--- src/rtl/itoa_pkg.sv ---
`timescale 1ns / 1ps
// ============================================================================
// itoa_pkg: shared constants, types and functions for the radix text block
// Holds the field widths, ASCII codes, radix limits, the divider status
// struct and the digit-to-character conversion.
// ============================================================================
package itoa_pkg;

    localparam int VALUE_BITS_DEF = 32;
    localparam int RADIX_W        = 6;
    localparam int CHAR_W         = 8;

    localparam logic [RADIX_W-1:0] RADIX_RESET = 6'd10;
    localparam logic [RADIX_W-1:0] RADIX_MIN   = 6'd2;
    localparam logic [RADIX_W-1:0] RADIX_MAX   = 6'd36;
    localparam logic [RADIX_W-1:0] RADIX_DEC   = 6'd10;
    localparam logic [RADIX_W-1:0] DIGIT_MAX   = 6'd9;

    localparam logic [CHAR_W-1:0] ASCII_ZERO  = 8'h30;
    localparam logic [CHAR_W-1:0] ASCII_A     = 8'h61;
    localparam logic [CHAR_W-1:0] ASCII_MINUS = 8'h2D;

    // Commands from the sequencer to the serial divider.
    typedef struct packed {
        logic load;   // start a new division on a fresh dividend
        logic next;   // divide the held quotient again
    } t_div_cmd;

    // Status from the serial divider back to the sequencer.
    typedef struct packed {
        logic               done;   // remainder and quotient are final
        logic               more;   // quotient is nonzero
        logic [RADIX_W-1:0] digit;  // remainder of this division
    } t_div_sts;

    function automatic logic [CHAR_W-1:0] digit_char(input logic [RADIX_W-1:0] d);
        logic [CHAR_W-1:0] c;
        if (d > DIGIT_MAX) begin
            c = ASCII_A + CHAR_W'(d - RADIX_DEC);
        end else begin
            c = ASCII_ZERO + CHAR_W'(d);
        end
        return c;
    endfunction

endpackage

--- src/rtl/integer_to_ascii_radix.sv ---
`timescale 1ns / 1ps
// ============================================================================
// integer_to_ascii_radix: integer to text in a base from 2 to 36, signed in base ten
// Converts one value into ASCII characters, most significant first, with a
// leading minus sign for negative values in base ten.
// ============================================================================
//
// Channel    Direction  Handshake                  Payload
// ---------  ---------  -------------------------  -------------------------
// command    in         start high, busy low       i_value
// result     out        o_strobe, one cycle        o_character, o_last_char
// config     in         i_cfg_valid & o_cfg_ready  i_cfg_data (radix)
//
// Each digit costs one pass of the bit-serial divider. Once all digits are
// stacked, the minus sign, if any, is presented, and then each character is
// read from the stack and then strobed.
// Reset is synchronous and active low; it returns the radix to ten and the
// sequencer to idle. The receiver cannot stall, so every character is
// presented for exactly one cycle and busy stays high until the last one.
//
module integer_to_ascii_radix #(
    parameter int VALUE_BITS = itoa_pkg::VALUE_BITS_DEF
) (
    input  logic                          i_clk,
    input  logic                          i_rst_n,
    input  logic                          start,
    output logic                          busy,
    input  logic [VALUE_BITS-1:0]         i_value,
    output logic [itoa_pkg::CHAR_W-1:0]   o_character,
    output logic                          o_last_char,
    output logic                          o_strobe,
    input  logic                          i_cfg_valid,
    output logic                          o_cfg_ready,
    input  logic [itoa_pkg::RADIX_W-1:0]  i_cfg_data
);

    // Sequencer states.
    localparam logic [2:0] S_IDLE = 3'd0;  // waiting for a command beat
    localparam logic [2:0] S_DIV  = 3'd1;  // divider producing digits
    localparam logic [2:0] S_SIGN = 3'd2;  // presenting the minus sign
    localparam logic [2:0] S_POP  = 3'd3;  // reading the next digit
    localparam logic [2:0] S_SHOW = 3'd4;  // presenting a digit

    logic [2:0]                   r_state;
    logic [2:0]                   n_state;
    logic [itoa_pkg::RADIX_W-1:0] r_radix;
    logic [itoa_pkg::RADIX_W-1:0] n_radix;
    logic                         r_neg;
    logic                         n_neg;

    logic                         w_accept;
    logic                         w_neg_in;
    logic [VALUE_BITS-1:0]        w_dividend;
    itoa_pkg::t_div_cmd           w_cmd;
    itoa_pkg::t_div_sts           w_sts;
    logic                         w_push;
    logic                         w_pop;
    logic [itoa_pkg::RADIX_W-1:0] w_digit;
    logic                         w_empty;

    // The radix register always accepts a write. The value is clamped to the
    // legal range as it is stored, so the datapath only ever sees 2 to 36.
    assign o_cfg_ready = 1'b1;

    always_comb begin
        n_radix = r_radix;
        if (i_cfg_valid) begin
            if (i_cfg_data < itoa_pkg::RADIX_MIN) begin
                n_radix = itoa_pkg::RADIX_MIN;
            end else if (i_cfg_data > itoa_pkg::RADIX_MAX) begin
                n_radix = itoa_pkg::RADIX_MAX;
            end else begin
                n_radix = i_cfg_data;
            end
        end
    end

    assign busy     = (r_state != S_IDLE);
    assign w_accept = start && !busy;

    // Only base ten shows a sign. Negating the most negative value leaves the
    // same bit pattern, which read as unsigned is exactly its magnitude.
    assign w_neg_in   = (r_radix == itoa_pkg::RADIX_DEC) && i_value[VALUE_BITS-1];
    assign w_dividend = w_neg_in ? (~i_value + 1'b1) : i_value;

    // The divider always yields at least one digit, so a zero value gives a
    // single '0' with no special handling.
    always_comb begin
        n_state    = r_state;
        n_neg      = r_neg;
        w_cmd.load = 1'b0;
        w_cmd.next = 1'b0;
        w_push     = 1'b0;
        w_pop      = 1'b0;
        case (r_state)
            S_IDLE: begin
                if (w_accept) begin
                    w_cmd.load = 1'b1;
                    n_neg      = w_neg_in;
                    n_state    = S_DIV;
                end
            end
            S_DIV: begin
                if (w_sts.done) begin
                    w_push = 1'b1;
                    if (w_sts.more) begin
                        w_cmd.next = 1'b1;
                    end else if (r_neg) begin
                        n_state = S_SIGN;
                    end else begin
                        n_state = S_POP;
                    end
                end
            end
            S_SIGN: begin
                n_state = S_POP;
            end
            S_POP: begin
                w_pop   = 1'b1;
                n_state = S_SHOW;
            end
            S_SHOW: begin
                n_state = w_empty ? S_IDLE : S_POP;
            end
            default: begin
                n_state = S_IDLE;
            end
        endcase
    end

    always_ff @(posedge i_clk) begin
        if (!i_rst_n) begin
            r_state <= S_IDLE;
            r_radix <= itoa_pkg::RADIX_RESET;
            r_neg   <= 1'b0;
        end else begin
            r_state <= n_state;
            r_radix <= n_radix;
            r_neg   <= n_neg;
        end
    end

    itoa_div #(
        .VALUE_BITS (VALUE_BITS)
    ) u_div (
        .i_clk      (i_clk),
        .i_rst_n    (i_rst_n),
        .i_cmd      (w_cmd),
        .i_dividend (w_dividend),
        .i_radix    (r_radix),
        .o_sts      (w_sts)
    );

    itoa_stack #(
        .VALUE_BITS (VALUE_BITS)
    ) u_stack (
        .i_clk   (i_clk),
        .i_rst_n (i_rst_n),
        .i_push  (w_push),
        .i_wdata (w_sts.digit),
        .i_pop   (w_pop),
        .o_rdata (w_digit),
        .o_empty (w_empty)
    );

    // The stack pointer has already moved past the digit being shown, so an
    // empty stack in the show state marks the final character.
    assign o_strobe    = (r_state == S_SIGN) || (r_state == S_SHOW);
    assign o_last_char = (r_state == S_SHOW) && w_empty;
    assign o_character = (r_state == S_SIGN) ? itoa_pkg::ASCII_MINUS
                                             : itoa_pkg::digit_char(w_digit);

endmodule

--- src/rtl/itoa_div.sv ---
`timescale 1ns / 1ps
// ============================================================================
// itoa_div: bit-serial restoring divider by a small radix
// Shifts the dividend out one bit per cycle into a narrow remainder and
// shifts the quotient bits back into the same register.
// ============================================================================
module itoa_div #(
    parameter int VALUE_BITS = itoa_pkg::VALUE_BITS_DEF
) (
    input  logic                         i_clk,
    input  logic                         i_rst_n,
    input  itoa_pkg::t_div_cmd           i_cmd,
    input  logic [VALUE_BITS-1:0]        i_dividend,
    input  logic [itoa_pkg::RADIX_W-1:0] i_radix,
    output itoa_pkg::t_div_sts           o_sts
);

    localparam int CW = $clog2(VALUE_BITS + 1);

    logic [VALUE_BITS-1:0]         r_q;
    logic [itoa_pkg::RADIX_W-1:0]  r_rem;
    logic [CW-1:0]                 r_cnt;
    logic                          r_busy;
    logic                          r_done;
    logic                          r_nz;

    logic [itoa_pkg::RADIX_W:0]    w_cand;
    logic                          w_ge;
    logic [itoa_pkg::RADIX_W:0]    w_diff;

    // Partial remainder with the next dividend bit brought down.
    assign w_cand = {r_rem, r_q[VALUE_BITS-1]};
    assign w_ge   = (w_cand >= {1'b0, i_radix});
    assign w_diff = w_cand - {1'b0, i_radix};

    always_ff @(posedge i_clk) begin
        if (!i_rst_n) begin
            r_busy <= 1'b0;
            r_done <= 1'b0;
            r_cnt  <= '0;
        end else begin
            r_done <= 1'b0;
            if (i_cmd.load || i_cmd.next) begin
                r_busy <= 1'b1;
                r_cnt  <= CW'(VALUE_BITS);
            end else if (r_busy) begin
                r_cnt <= r_cnt - 1'b1;
                if (r_cnt == CW'(1)) begin
                    r_busy <= 1'b0;
                    r_done <= 1'b1;
                end
            end
        end
    end

    always_ff @(posedge i_clk) begin
        if (i_cmd.load) begin
            r_q   <= i_dividend;
            r_rem <= '0;
            r_nz  <= 1'b0;
        end else if (i_cmd.next) begin
            r_rem <= '0;
            r_nz  <= 1'b0;
        end else if (r_busy) begin
            r_q   <= {r_q[VALUE_BITS-2:0], w_ge};
            r_rem <= w_ge ? w_diff[itoa_pkg::RADIX_W-1:0] : w_cand[itoa_pkg::RADIX_W-1:0];
            r_nz  <= r_nz | w_ge;
        end
    end

    assign o_sts.done  = r_done;
    assign o_sts.more  = r_nz;
    assign o_sts.digit = r_rem;

endmodule

--- src/rtl/itoa_stack.sv ---
`timescale 1ns / 1ps
// ============================================================================
// itoa_stack: last-in first-out store for the digits of one value
// Digits arrive least significant first and leave most significant first.
// ============================================================================
module itoa_stack #(
    parameter int VALUE_BITS = itoa_pkg::VALUE_BITS_DEF
) (
    input  logic                         i_clk,
    input  logic                         i_rst_n,
    input  logic                         i_push,
    input  logic [itoa_pkg::RADIX_W-1:0] i_wdata,
    input  logic                         i_pop,
    output logic [itoa_pkg::RADIX_W-1:0] o_rdata,
    output logic                         o_empty
);

    localparam int DEPTH = VALUE_BITS;
    localparam int AW    = $clog2(DEPTH);
    localparam int CW    = $clog2(DEPTH + 1);

    logic [itoa_pkg::RADIX_W-1:0] r_mem [DEPTH];
    logic [CW-1:0]                r_ptr;
    logic [CW-1:0]                w_top;
    logic [itoa_pkg::RADIX_W-1:0] r_rdata;

    assign w_top = r_ptr - 1'b1;

    always_ff @(posedge i_clk) begin
        if (!i_rst_n) begin
            r_ptr <= '0;
        end else if (i_push) begin
            r_ptr <= r_ptr + 1'b1;
        end else if (i_pop) begin
            r_ptr <= w_top;
        end
    end

    always_ff @(posedge i_clk) begin
        if (i_push) begin
            r_mem[r_ptr[AW-1:0]] <= i_wdata;
        end
    end

    always_ff @(posedge i_clk) begin
        if (i_pop) begin
            r_rdata <= r_mem[w_top[AW-1:0]];
        end
    end

    assign o_rdata = r_rdata;
    assign o_empty = (r_ptr == '0);

endmodule
--- config.mk ---
export PLATFORM = sky130hd
export DESIGN_NAME = integer_to_ascii_radix
export DESIGN_NICKNAME = d
export VERILOG_FILES = /design/src/rtl/itoa_pkg.sv /design/src/rtl/integer_to_ascii_radix.sv /design/src/rtl/itoa_div.sv /design/src/rtl/itoa_stack.sv
export SDC_FILE = /design/constraint.sdc
export NUM_CORES = 1
export LEC_CHECK = 0
export ABC_AREA = 0
export ABC_CLOCK_PERIOD_IN_PS = 3060
export BUFFER_PORTS_ARGS = -buffer_cell sky130_fd_sc_hd__buf_4
export CORE_UTILIZATION = 60
export CTS_CLUSTER_DIAMETER = 50
export DETAILED_ROUTE_END_ITERATION = 8
export HOLD_SLACK_MARGIN = 0.02
export PLACE_DENSITY = 0.78
export SLEW_MARGIN = 10
export SYNTH_ARGS = -nofsm -noshare
export SYNTH_HDL_FRONTEND = slang
export SYNTH_HIERARCHICAL = 1
export SYNTH_SLANG_ARGS = --single-unit
--- constraint.sdc ---
create_clock -name i_clk -period 3.06 [get_ports i_clk]
set_input_delay 0.306 -clock i_clk [delete_from_list [all_inputs] [get_ports i_clk]]
set_output_delay 0.306 -clock i_clk [all_outputs]
set_load 0.02 [all_outputs]
* Word level (Yosys, flattened, before mapping)
Memories as Yosys holds them, arrays and structs flattened. A register that Yosys moved wholly into a read port is not among the register bits.
Index checks and enable logic that the tools add are counted.
** Storage, ports and cells
- Bits in registers :: 63
- RAM bits :: 192
- Input port bits :: 42
- Output and inout bits :: 12
- Logic and storage cells :: 89
- Memories :: 1
** Memory list
- u_stack.r_mem :: depth 32, width 6, rd ports 1, clocked after Yosys merged registers in 1, wr ports 1, line itoa_stack.sv:22 : logic [itoa_pkg::RADIX_W-1:0] r_mem [DEPTH];
** Operators by class
- Add/subtract/negate cells :: 8
- Order comparisons :: 4
- Eq/ne operators :: 10
- Mux-type cells :: 33
- Bitwise operators :: 4
- Reductions and logical operators :: 18
** Operator list (count)
- two-way mux 32 bit :: 4
- two-way mux 6 bit :: 7
- adder 32 x 1 -> 32 bit (second input constant) :: 1
- NOT 32 bit :: 1
- two-way mux 8 bit :: 2
- two-way mux 1 bit :: 15
- one-hot mux 3 bit (5 select lines) :: 1
- subtractor 6 x 1 -> 6 bit (second input constant) :: 2
- two-way mux 3 bit :: 3
- adder 7 x 8 -> 8 bit (first input constant) :: 1
- adder 6 x 6 -> 7 bit (first input constant) :: 1
- >= comparator 7 x 6 -> 1 bit :: 1
- subtractor 6 x 4 -> 7 bit (second input constant) :: 1
- adder 6 x 1 -> 6 bit (second input constant) :: 1
- equality test 3 x 2 -> 1 bit (second input constant) :: 2
- equality test 6 x 1 -> 1 bit (second input constant) :: 1
- equality test 6 x 4 -> 1 bit (second input constant) :: 1
- greater-than comparator 6 x 4 -> 1 bit (second input constant) :: 1
- greater-than comparator 6 bit (second input constant) :: 1
- zero test 6 bit :: 1
- < comparator 6 x 2 -> 1 bit (second input constant) :: 1
- nonzero test 2 bit :: 3
- subtractor 6 bit :: 1
- inequality test 2 x 1 -> 1 bit (second input constant) :: 2
- 15 further kinds :: 22

* Longest topological paths before layout
Gate-level depths: netlist of run 1.
- Word-level depth :: 7
- Depth in mapped cells :: 10
- Gate-level depth less buffers :: 8

* Cells and area by module
The synthesis of run 1 kept the hierarchy.
** Modules (own cells, without submodules)
- itoa_stack :: times used 1, cells each 424, area an instance 8265.4 um^2, sequential area each 6065.8 um^2
- itoa_div :: times used 1, cells each 186, area an instance 2333.5 um^2, sequential area each 1261.2 um^2
- integer_to_ascii_radix :: times used 1, cells each 219, area an instance 1557.7 um^2, sequential area each 200.2 um^2

* Worst setup path before layout of run 1
OpenSTA, ideal clock, no wires.
- Path kind :: reg2reg
- Start point :: reg r_state[1]
- End point :: reg u_div.r_q[0], enable pin
- Library setup time :: 0.388 ns
- Data arrival time :: 2.530 ns
- Required time :: 2.672 ns
- Setup slack :: 0.142 ns
- Stages on the path, launching flop included :: 7
- Path buffers :: 3
- Clock period less this slack :: 2.918 ns
- Path through :: dfxtp_1 clkbuf_1 or3_1 nor2_1 clkbuf_1 clkbuf_1 a21o_1
** RTL lines
- start, declared :: line integer_to_ascii_radix.sv:44 : logic [2:0] r_state;
- start signal, assigned :: line integer_to_ascii_radix.sv:137 : r_state <= n_state;
- end signal, assigned :: line itoa_div.sv:58 : r_q <= i_dividend;
- end signal, assigned :: line itoa_div.sv:65 : r_q <= {r_q[VALUE_BITS-2:0], w_ge};
- end, declared :: line itoa_div.sv:20 : logic [VALUE_BITS-1:0] r_q;

* Worst setup path after layout of run 1
- Start point :: reg u_stack.r_rdata, in the netlist u_stack/o_rdata[1], read port of u_stack.r_mem
- End point :: out o_character[6] (netlist bit)
** Between the ends
- Longest elaborated chain between the ends :: 4
- Elaborated cells on any way between the ends :: 6
- Classes of those cells :: add/sub: 3; order compare: 1; mux: 2
** RTL lines
- start, declared :: line itoa_stack.sv:25 : logic [itoa_pkg::RADIX_W-1:0] r_rdata;
- subtractor 6 x 4 -> 7 bit :: line itoa_pkg.sv:39 : c = ASCII_A + CHAR_W'(d - RADIX_DEC);
- adder 7 x 8 -> 8 bit :: line itoa_pkg.sv:39
- two-way mux 8 bit (*) :: line itoa_pkg.sv:38 : if (d > DIGIT_MAX) begin
- two-way mux 8 bit (*) :: line integer_to_ascii_radix.sv:170 : assign o_character = (r_state == S_SIGN) ? itoa_pkg::ASCII_MINUS
- end, declared :: line integer_to_ascii_radix.sv:29 : output logic [itoa_pkg::CHAR_W-1:0] o_character,
Every way passes the cells marked *; elsewhere a longest branch is shown, timed or not.

==> impl_metrics.toml, run 1 <==
[outcome]
status = "finished clean"

[synth]
syn_area_um2 = 12160
synth_top_family_by_area = "multiplexers"
ys_warn_count = 6
synth_edf_count = 230
syn_avg_cell_area_um2 = 14.66
synthSimpleGateAreaFrac_pct = 9.037
yosys.cell_types.count = 71
async_flop_share_pct = 0
yosysMostFrequentCell = "edfxtp_1"
yosysSeqAreaShare_pct = 61.92
synth_top_area_share_pct = 56.81
ys.flop_type = "edfxtp_1"
yosys-top-cells-area = "edfxtp_1 57%, mux4_2 8.9%, dfxtp_1 5.1%, mux2_2 4.0%, ha_1 2.1%"
post_synth_mux_area_share_pct = 13.45
netlist_top_cells_count = "230 x edfxtp_1, 64 x nor2_1, 48 x mux4_2, 43 x mux2_2, 31 x dfxtp_1"
netlist_instances = 829
ys_seq_elements = 261
synth-compound-area-share_pct = 6.947
syn_nets = 892
synth-xor-area-share_pct = 3.448
yosysTopAreaCell = "edfxtp_1"
synth_fa_ha_area_share_pct = 2.223

[timing]
tightest_slew_ps = 782.3
min_period_over_period_pct = 93.80
slew_headroom_pct = 47.65
skew_ps = 24.89
setup_violations = 0
rsz0062_at_grt = "false"
setup_slack_ps = 189.8
max_freq_mhz = 348.4
tns_ps = 0
fin_crit_ps = 2870
finalHoldViolations = 0
maxSlewViolCount = 0

[setup_path]
slowest_stage = "edfxtp_1"
crit_path_start_kind = "flop"
cp.required_ps = 2750
crit_chain = "inv_1 > ha_1 > nand2b_1 > nor3_1 > o31ai_1 > nor4_1 > buf_4"
cp_max_fo = 4
crit_arrival_ps = 2560
crit_path_end_kind = "output port"
setup.worst_path.start = "u_stack/o_rdata[1]$_DFFE_PP_"
rr_startpoint = "r_radix[1]$_SDFFE_PN1P_"
criticalPathCategory = "flop to output port"
critPathMaxStageDelay_ps = 420

[grt]
antenna_found_initial = 0
grt_pass1_wl_um = 38890
track_usage_pct = 24.77
grt_max_degree = 58
grt_pass1_vias = 7406
grt-ovfl-total = 0

[finish]
syn2layout_area_growth_pct = 13.44
fin_area_um2 = 13790
diodes = 0
fillers = 1300
drive_gt1_share_pct = 25.52
nets = 949
fin_cells = 1174

[route]
vias = 7251
drt-wirelength-per-cell_um = 20.61
drc_errors = 0
drtPass1Iterations = 5
drt_iter0_markers = 565
antenna_left = 0
via_per_inst = 6.176
drt-total-wl_um = 24190

[hold_path]
min_path_type = "input port to flop"
worstHoldStart = "i_cfg_valid"

[floorplan]
row_count = 51
start_util_pct = 61.85
die-area_um2 = 20830
die_h_um = 144.3
fp.dieW_um = 144.3
core-area_um2 = 19650
io_pins = 54

[placement]
dpl.cell_count = 1120
gp_congestion = 0.9119
placed_cell_area_um2 = 12810
post-place-ws_ps = 167.0
io_buffers = 52
place_hpwl_um = 15680

[clocking]
cts_tree = "built"
cts_buffer_depth = 3
cts-buffers-inserted = 29
post-cts-setup-buffers = 0
clk_pin_slew_worst_paths_ps = 60
insertion_delay_ps = 560
cts_hold_buf = 0
htreeDepth = 1
clockRootBuffer = "clkbuf_16"
numClockSinks = 261

[power_and_ir_drop]
power_leakage_nw = 4.680
p_per_area_nw_per_um2 = 653.0
ir_drop_uv = 456.3

[run]
drv_cap = 0
[path summary, 6_finish.rpt]
| path | to | slack, ps | cells past startpoint |
|---|---|---|---|
| hold / removal | r_radix[2]$_SDFFE_PN0P_ | 40 | 2 |
| setup reg to reg | u_div/r_q[11]$_DFFE_PP_ | 270 | 7 |
| setup / recovery | o_character[6] | 190 | 7 |
| hold reg to reg | r_neg$_SDFFE_PN0P_ | 490 | 2 |
[placed cells by master (no fill, tap or decap), types with 10 or more instances in the layout]
| cell | n |
|---|---|
| dfxtp_1 | 30 |
| xnor2_1 | 27 |
| clkbuf_16 | 29 |
| nand2_1 | 29 |
| nand3b_1 | 10 |
| buf_4 | 68 |
| o21ai_0 | 22 |
| mux4_2 | 48 |
| mux2_2 | 43 |
| xor2_1 | 19 |
| ha_1 | 19 |
| or3_1 | 11 |
| a21oi_1 | 29 |
| nor2b_1 | 18 |
| nand2b_1 | 10 |
| nor2_1 | 63 |
| nor3_1 | 12 |
| edfxtp_1 | 230 |
| inv_1 | 30 |
[layer usage]
metal / global-route usage, % / vias up / wire length, µm
met3: 3.411 / 60 / 1161
li1: - / 3307 / -
met5: 0 / - / 0
met4: 9.307 / 0 / 743
met2: 43.70 / 234 / 12580
met1: 31.08 / 3650 / 9706
[stage by stage]
step	utilization [%]	total power [mW]	hold WS (ps)
global placement	65.16	5.489	479.1
CTS	70.17	9.068	21.87
floorplan	-	5.161	423.5
detailed placement	65.16	5.558	479.4
finish	70.17	9.005	40.79
global route	70.17	9.308	49.08
[state kept, by name (all words and copies together) (netlist names)]
name	count
u_div/r_q	32
r_neg	1
r_state	3
u_stack/r_mem	192
r_radix	6
u_stack/r_ptr	6
u_div/r_cnt	6
u_div/r_busy	1
u_div/r_rem	6
u_div/r_done	1
u_div/r_nz	1
u_stack/o_rdata	6
[final cells by class]
type | instances | area [µm²] | area share [%]
clock buffers | 33 | 750.7 | 5.444
flip-flops and latches | 261 | 7531 | 54.61
multi-input cells | 494 | 4282 | 31.05
clock inverters | 21 | 232.7 | 1.688
well taps | 265 | 331.6 | 2.404
repair buffers | 70 | 550.5 | 3.992
inverters | 30 | 112.6 | 0.8166
[critical path, delay by kind of cell (launching register included)]
kind	cells	cell delay, ps
buffers and inverters	2	360
adders and majority gates	1	260
and+or+nand+nor	3	850
AOI/OAI and AO/OA	1	130
DFF	1	420
[power by group]
part,switching (mW),internal [mW]
registers,0.0662,4.23
clock network,1.41,2.12
logic,0.716,0.463
total,2.19,6.81
[repair_timing]
item,in CTS,in global routing
endpoints found under the hold margin,0,0
endpoints found under the setup margin,0,1
gates resized for setup,0,1
[cell families (layout without fill, tap and decap cells)]
group	after synthesis	after routing
buffers and inverters	74	154
flip-flops	261	261
AO/OA/AOI/OAI	122	122
AND/OR/NAND/NOR	205	205
other	1	1
multiplexers	98	98
XOR/XNOR	47	47
adder cells (fa/ha/maj)	21	21
No activity file was read; power rests on OpenSTA's default activity.
==> run 2, diff against run 1 <==
--- a/config.mk
+++ b/config.mk
@@ -6,7 +6,7 @@
 export NUM_CORES = 1
 export LEC_CHECK = 0
 export ABC_AREA = 0
-export ABC_CLOCK_PERIOD_IN_PS = 3060
+export ABC_CLOCK_PERIOD_IN_PS = 3500
 export BUFFER_PORTS_ARGS = -buffer_cell sky130_fd_sc_hd__buf_4
 export CORE_UTILIZATION = 60
 export CTS_CLUSTER_DIAMETER = 50
==> constraint.sdc (replaced) <==
create_clock -name i_clk -period 3.5 [get_ports i_clk]
set_input_delay 0.35 -clock i_clk [delete_from_list [all_inputs] [get_ports i_clk]]
set_output_delay 0.35 -clock i_clk [all_outputs]
set_load 0.02 [all_outputs]
==> impl_metrics.toml, run 2 (synthesis results as in run 1) <==
[outcome]
status = "finished clean"

[power_and_ir_drop]
power_leakage_nw = 4.606
ir_drop_uv = 375.1
p_per_area_nw_per_um2 = 558.0

[finish]
layout_commonest_cell = "edfxtp_1"
syn2layout_area_growth_pct = 12.31
diodes = 0
drive_gt1_share_pct = 24.67
utilization_pct = 69.47
nets = 946
largest_register_ffs = 192
layout_common_cells = "230 x edfxtp_1, 68 x buf_4, 63 x nor2_1"

[grt]
grt_pass1_wl_um = 40550
grt_pass1_vias = 7398
grt_max_degree = 37
track_usage_pct = 25.87
grt-ovfl-total = 0
antenna_found_initial = 0

[timing]
rsz0062_at_grt = "false"
maxSlewViolCount = 0
tns_ps = 0
min_period_over_period_pct = 87.44
max_freq_mhz = 326.8
fin_crit_ps = 3060
finalHoldViolations = 0
setup_violations = 0
setup_slack_ps = 439.6
slew_headroom_pct = 46.67
tightest_slew_ps = 797.0
skew_ps = 8.541

[clocking]
cts-buffers-inserted = 28
cts_buffer_depth = 3
insertion_delay_ps = 530
post-cts-setup-buffers = 0
cts_tree = "built"
numClockSinks = 261
clockRootBuffer = "clkbuf_16"
htreeDepth = 1
cts_hold_buf = 0
clk_pin_slew_worst_paths_ps = 60
cts-resized-gates = 0

[placement]
io_buffers = 52
post-place-ws_ps = 564.9
place_hpwl_um = 16170
gp_congestion = 0.8769

[route]
drt_iter0_markers = 703
vias = 7359
drtPass1Iterations = 7
drc_errors = 0
via_per_inst = 6.295
drt-wirelength-per-cell_um = 21.78
antenna_left = 0
drt-total-wl_um = 25460

[floorplan]
fp.dieW_um = 144.3
core-area_um2 = 19650
die_h_um = 144.3
start_util_pct = 61.85
io_pins = 54
row_count = 51
die-area_um2 = 20830

[setup_path]
crit_chain = "inv_1 > ha_1 > xor2_1 > nor2_1 > xor2_1 > or3_1 > and3_1 > buf_4"
criticalPathCategory = "flop to output port"
cp.required_ps = 3150
crit_path_end_kind = "output port"
crit_path_start_kind = "flop"
cpMostUsedCell = "xor2_1"
critPathMaxStageDelay_ps = 470
cp_max_fo = 4
slowest_stage = "edfxtp_1"
crit_arrival_ps = 2710

[hold_path]
min_path_type = "input port to flop"

[run]
drv_cap = 0
-- run 2: changes by cell type in the layout (fill, tap and decap cells not counted), sizes merged --
cell	delta
clkbuf	+6
clkinv	-5
bufinv	-3
buf	-2
inv	-2
clkinvlp	+1
-- run 2: final timing paths --
path | start | end | slack (ps) | cells past startpoint
max | u_stack/o_rdata[1]$_DFFE_PP_ | o_character[4] | 440 | 8
min | i_cfg_data[2] | r_radix[2]$_SDFFE_PN0P_ | 90 | 3
max reg2reg | u_stack/r_ptr[0]$_SDFFE_PN0P_ | u_stack/o_rdata[5]$_DFFE_PP_ | 600 | 7
min reg2reg | r_neg$_SDFFE_PN0P_ | r_neg$_SDFFE_PN0P_ | 510 | 2
-- run 2: worst max-delay path, delay by kind of cell, from the launching register on --
kind | cells | cell delay (ps)
flip-flops | 1 | 470
adder cells (fa/ha/maj) | 1 | 250
buffers and inverters | 2 | 340
AND/OR/NAND/NOR | 3 | 680
XOR/XNOR | 2 | 440
-- run 2: per-layer routing --
metal	share of wire, %	GRT usage, %	vias to the layer above	wire [µm]
li1	-	-	3293	-
met3	6.0	3.113	67	1535
met2	51	45.04	336	12940
met5	0	0	-	0
met4	3.0	9.030	0	759
met1	40	33.61	3663	10220
-- run 2: layout make-up --
class / instances / area [µm²]
clock buffer: 39 / 783.3
clock inverter: 12 / 101.3
fill: 1324 / 6001
inverter: 30 / 112.6
multi-input combinational: 494 / 4282
sequential: 261 / 7532
tap: 265 / 331.6
timing repair buffer: 68 / 510.5
-- run 2: through the flow --
step | instance area (µm²) | hold slack, ps | std cells | power (mW)
finish | 13650 | 89.65 | 1169 | 7.618
detailed placement | 12770 | 494.0 | 1118 | 4.848
global placement | 12770 | 480.0 | 1118 | 4.783
CTS | 13650 | 83.26 | 1169 | 7.651
floorplan | 12160 | 441.6 | 829 | 4.512
global route | 13650 | 106.7 | 1169 | 7.886
-- run 2: power by group --
| group | internal [mW] | leakage (nW) | switching (mW) |
|---|---|---|---|
| clock network | 1.64 | 0.425 | 1.18 |
| logic | 0.398 | 1.81 | 0.600 |
| registers | 3.70 | 2.38 | 0.0930 |
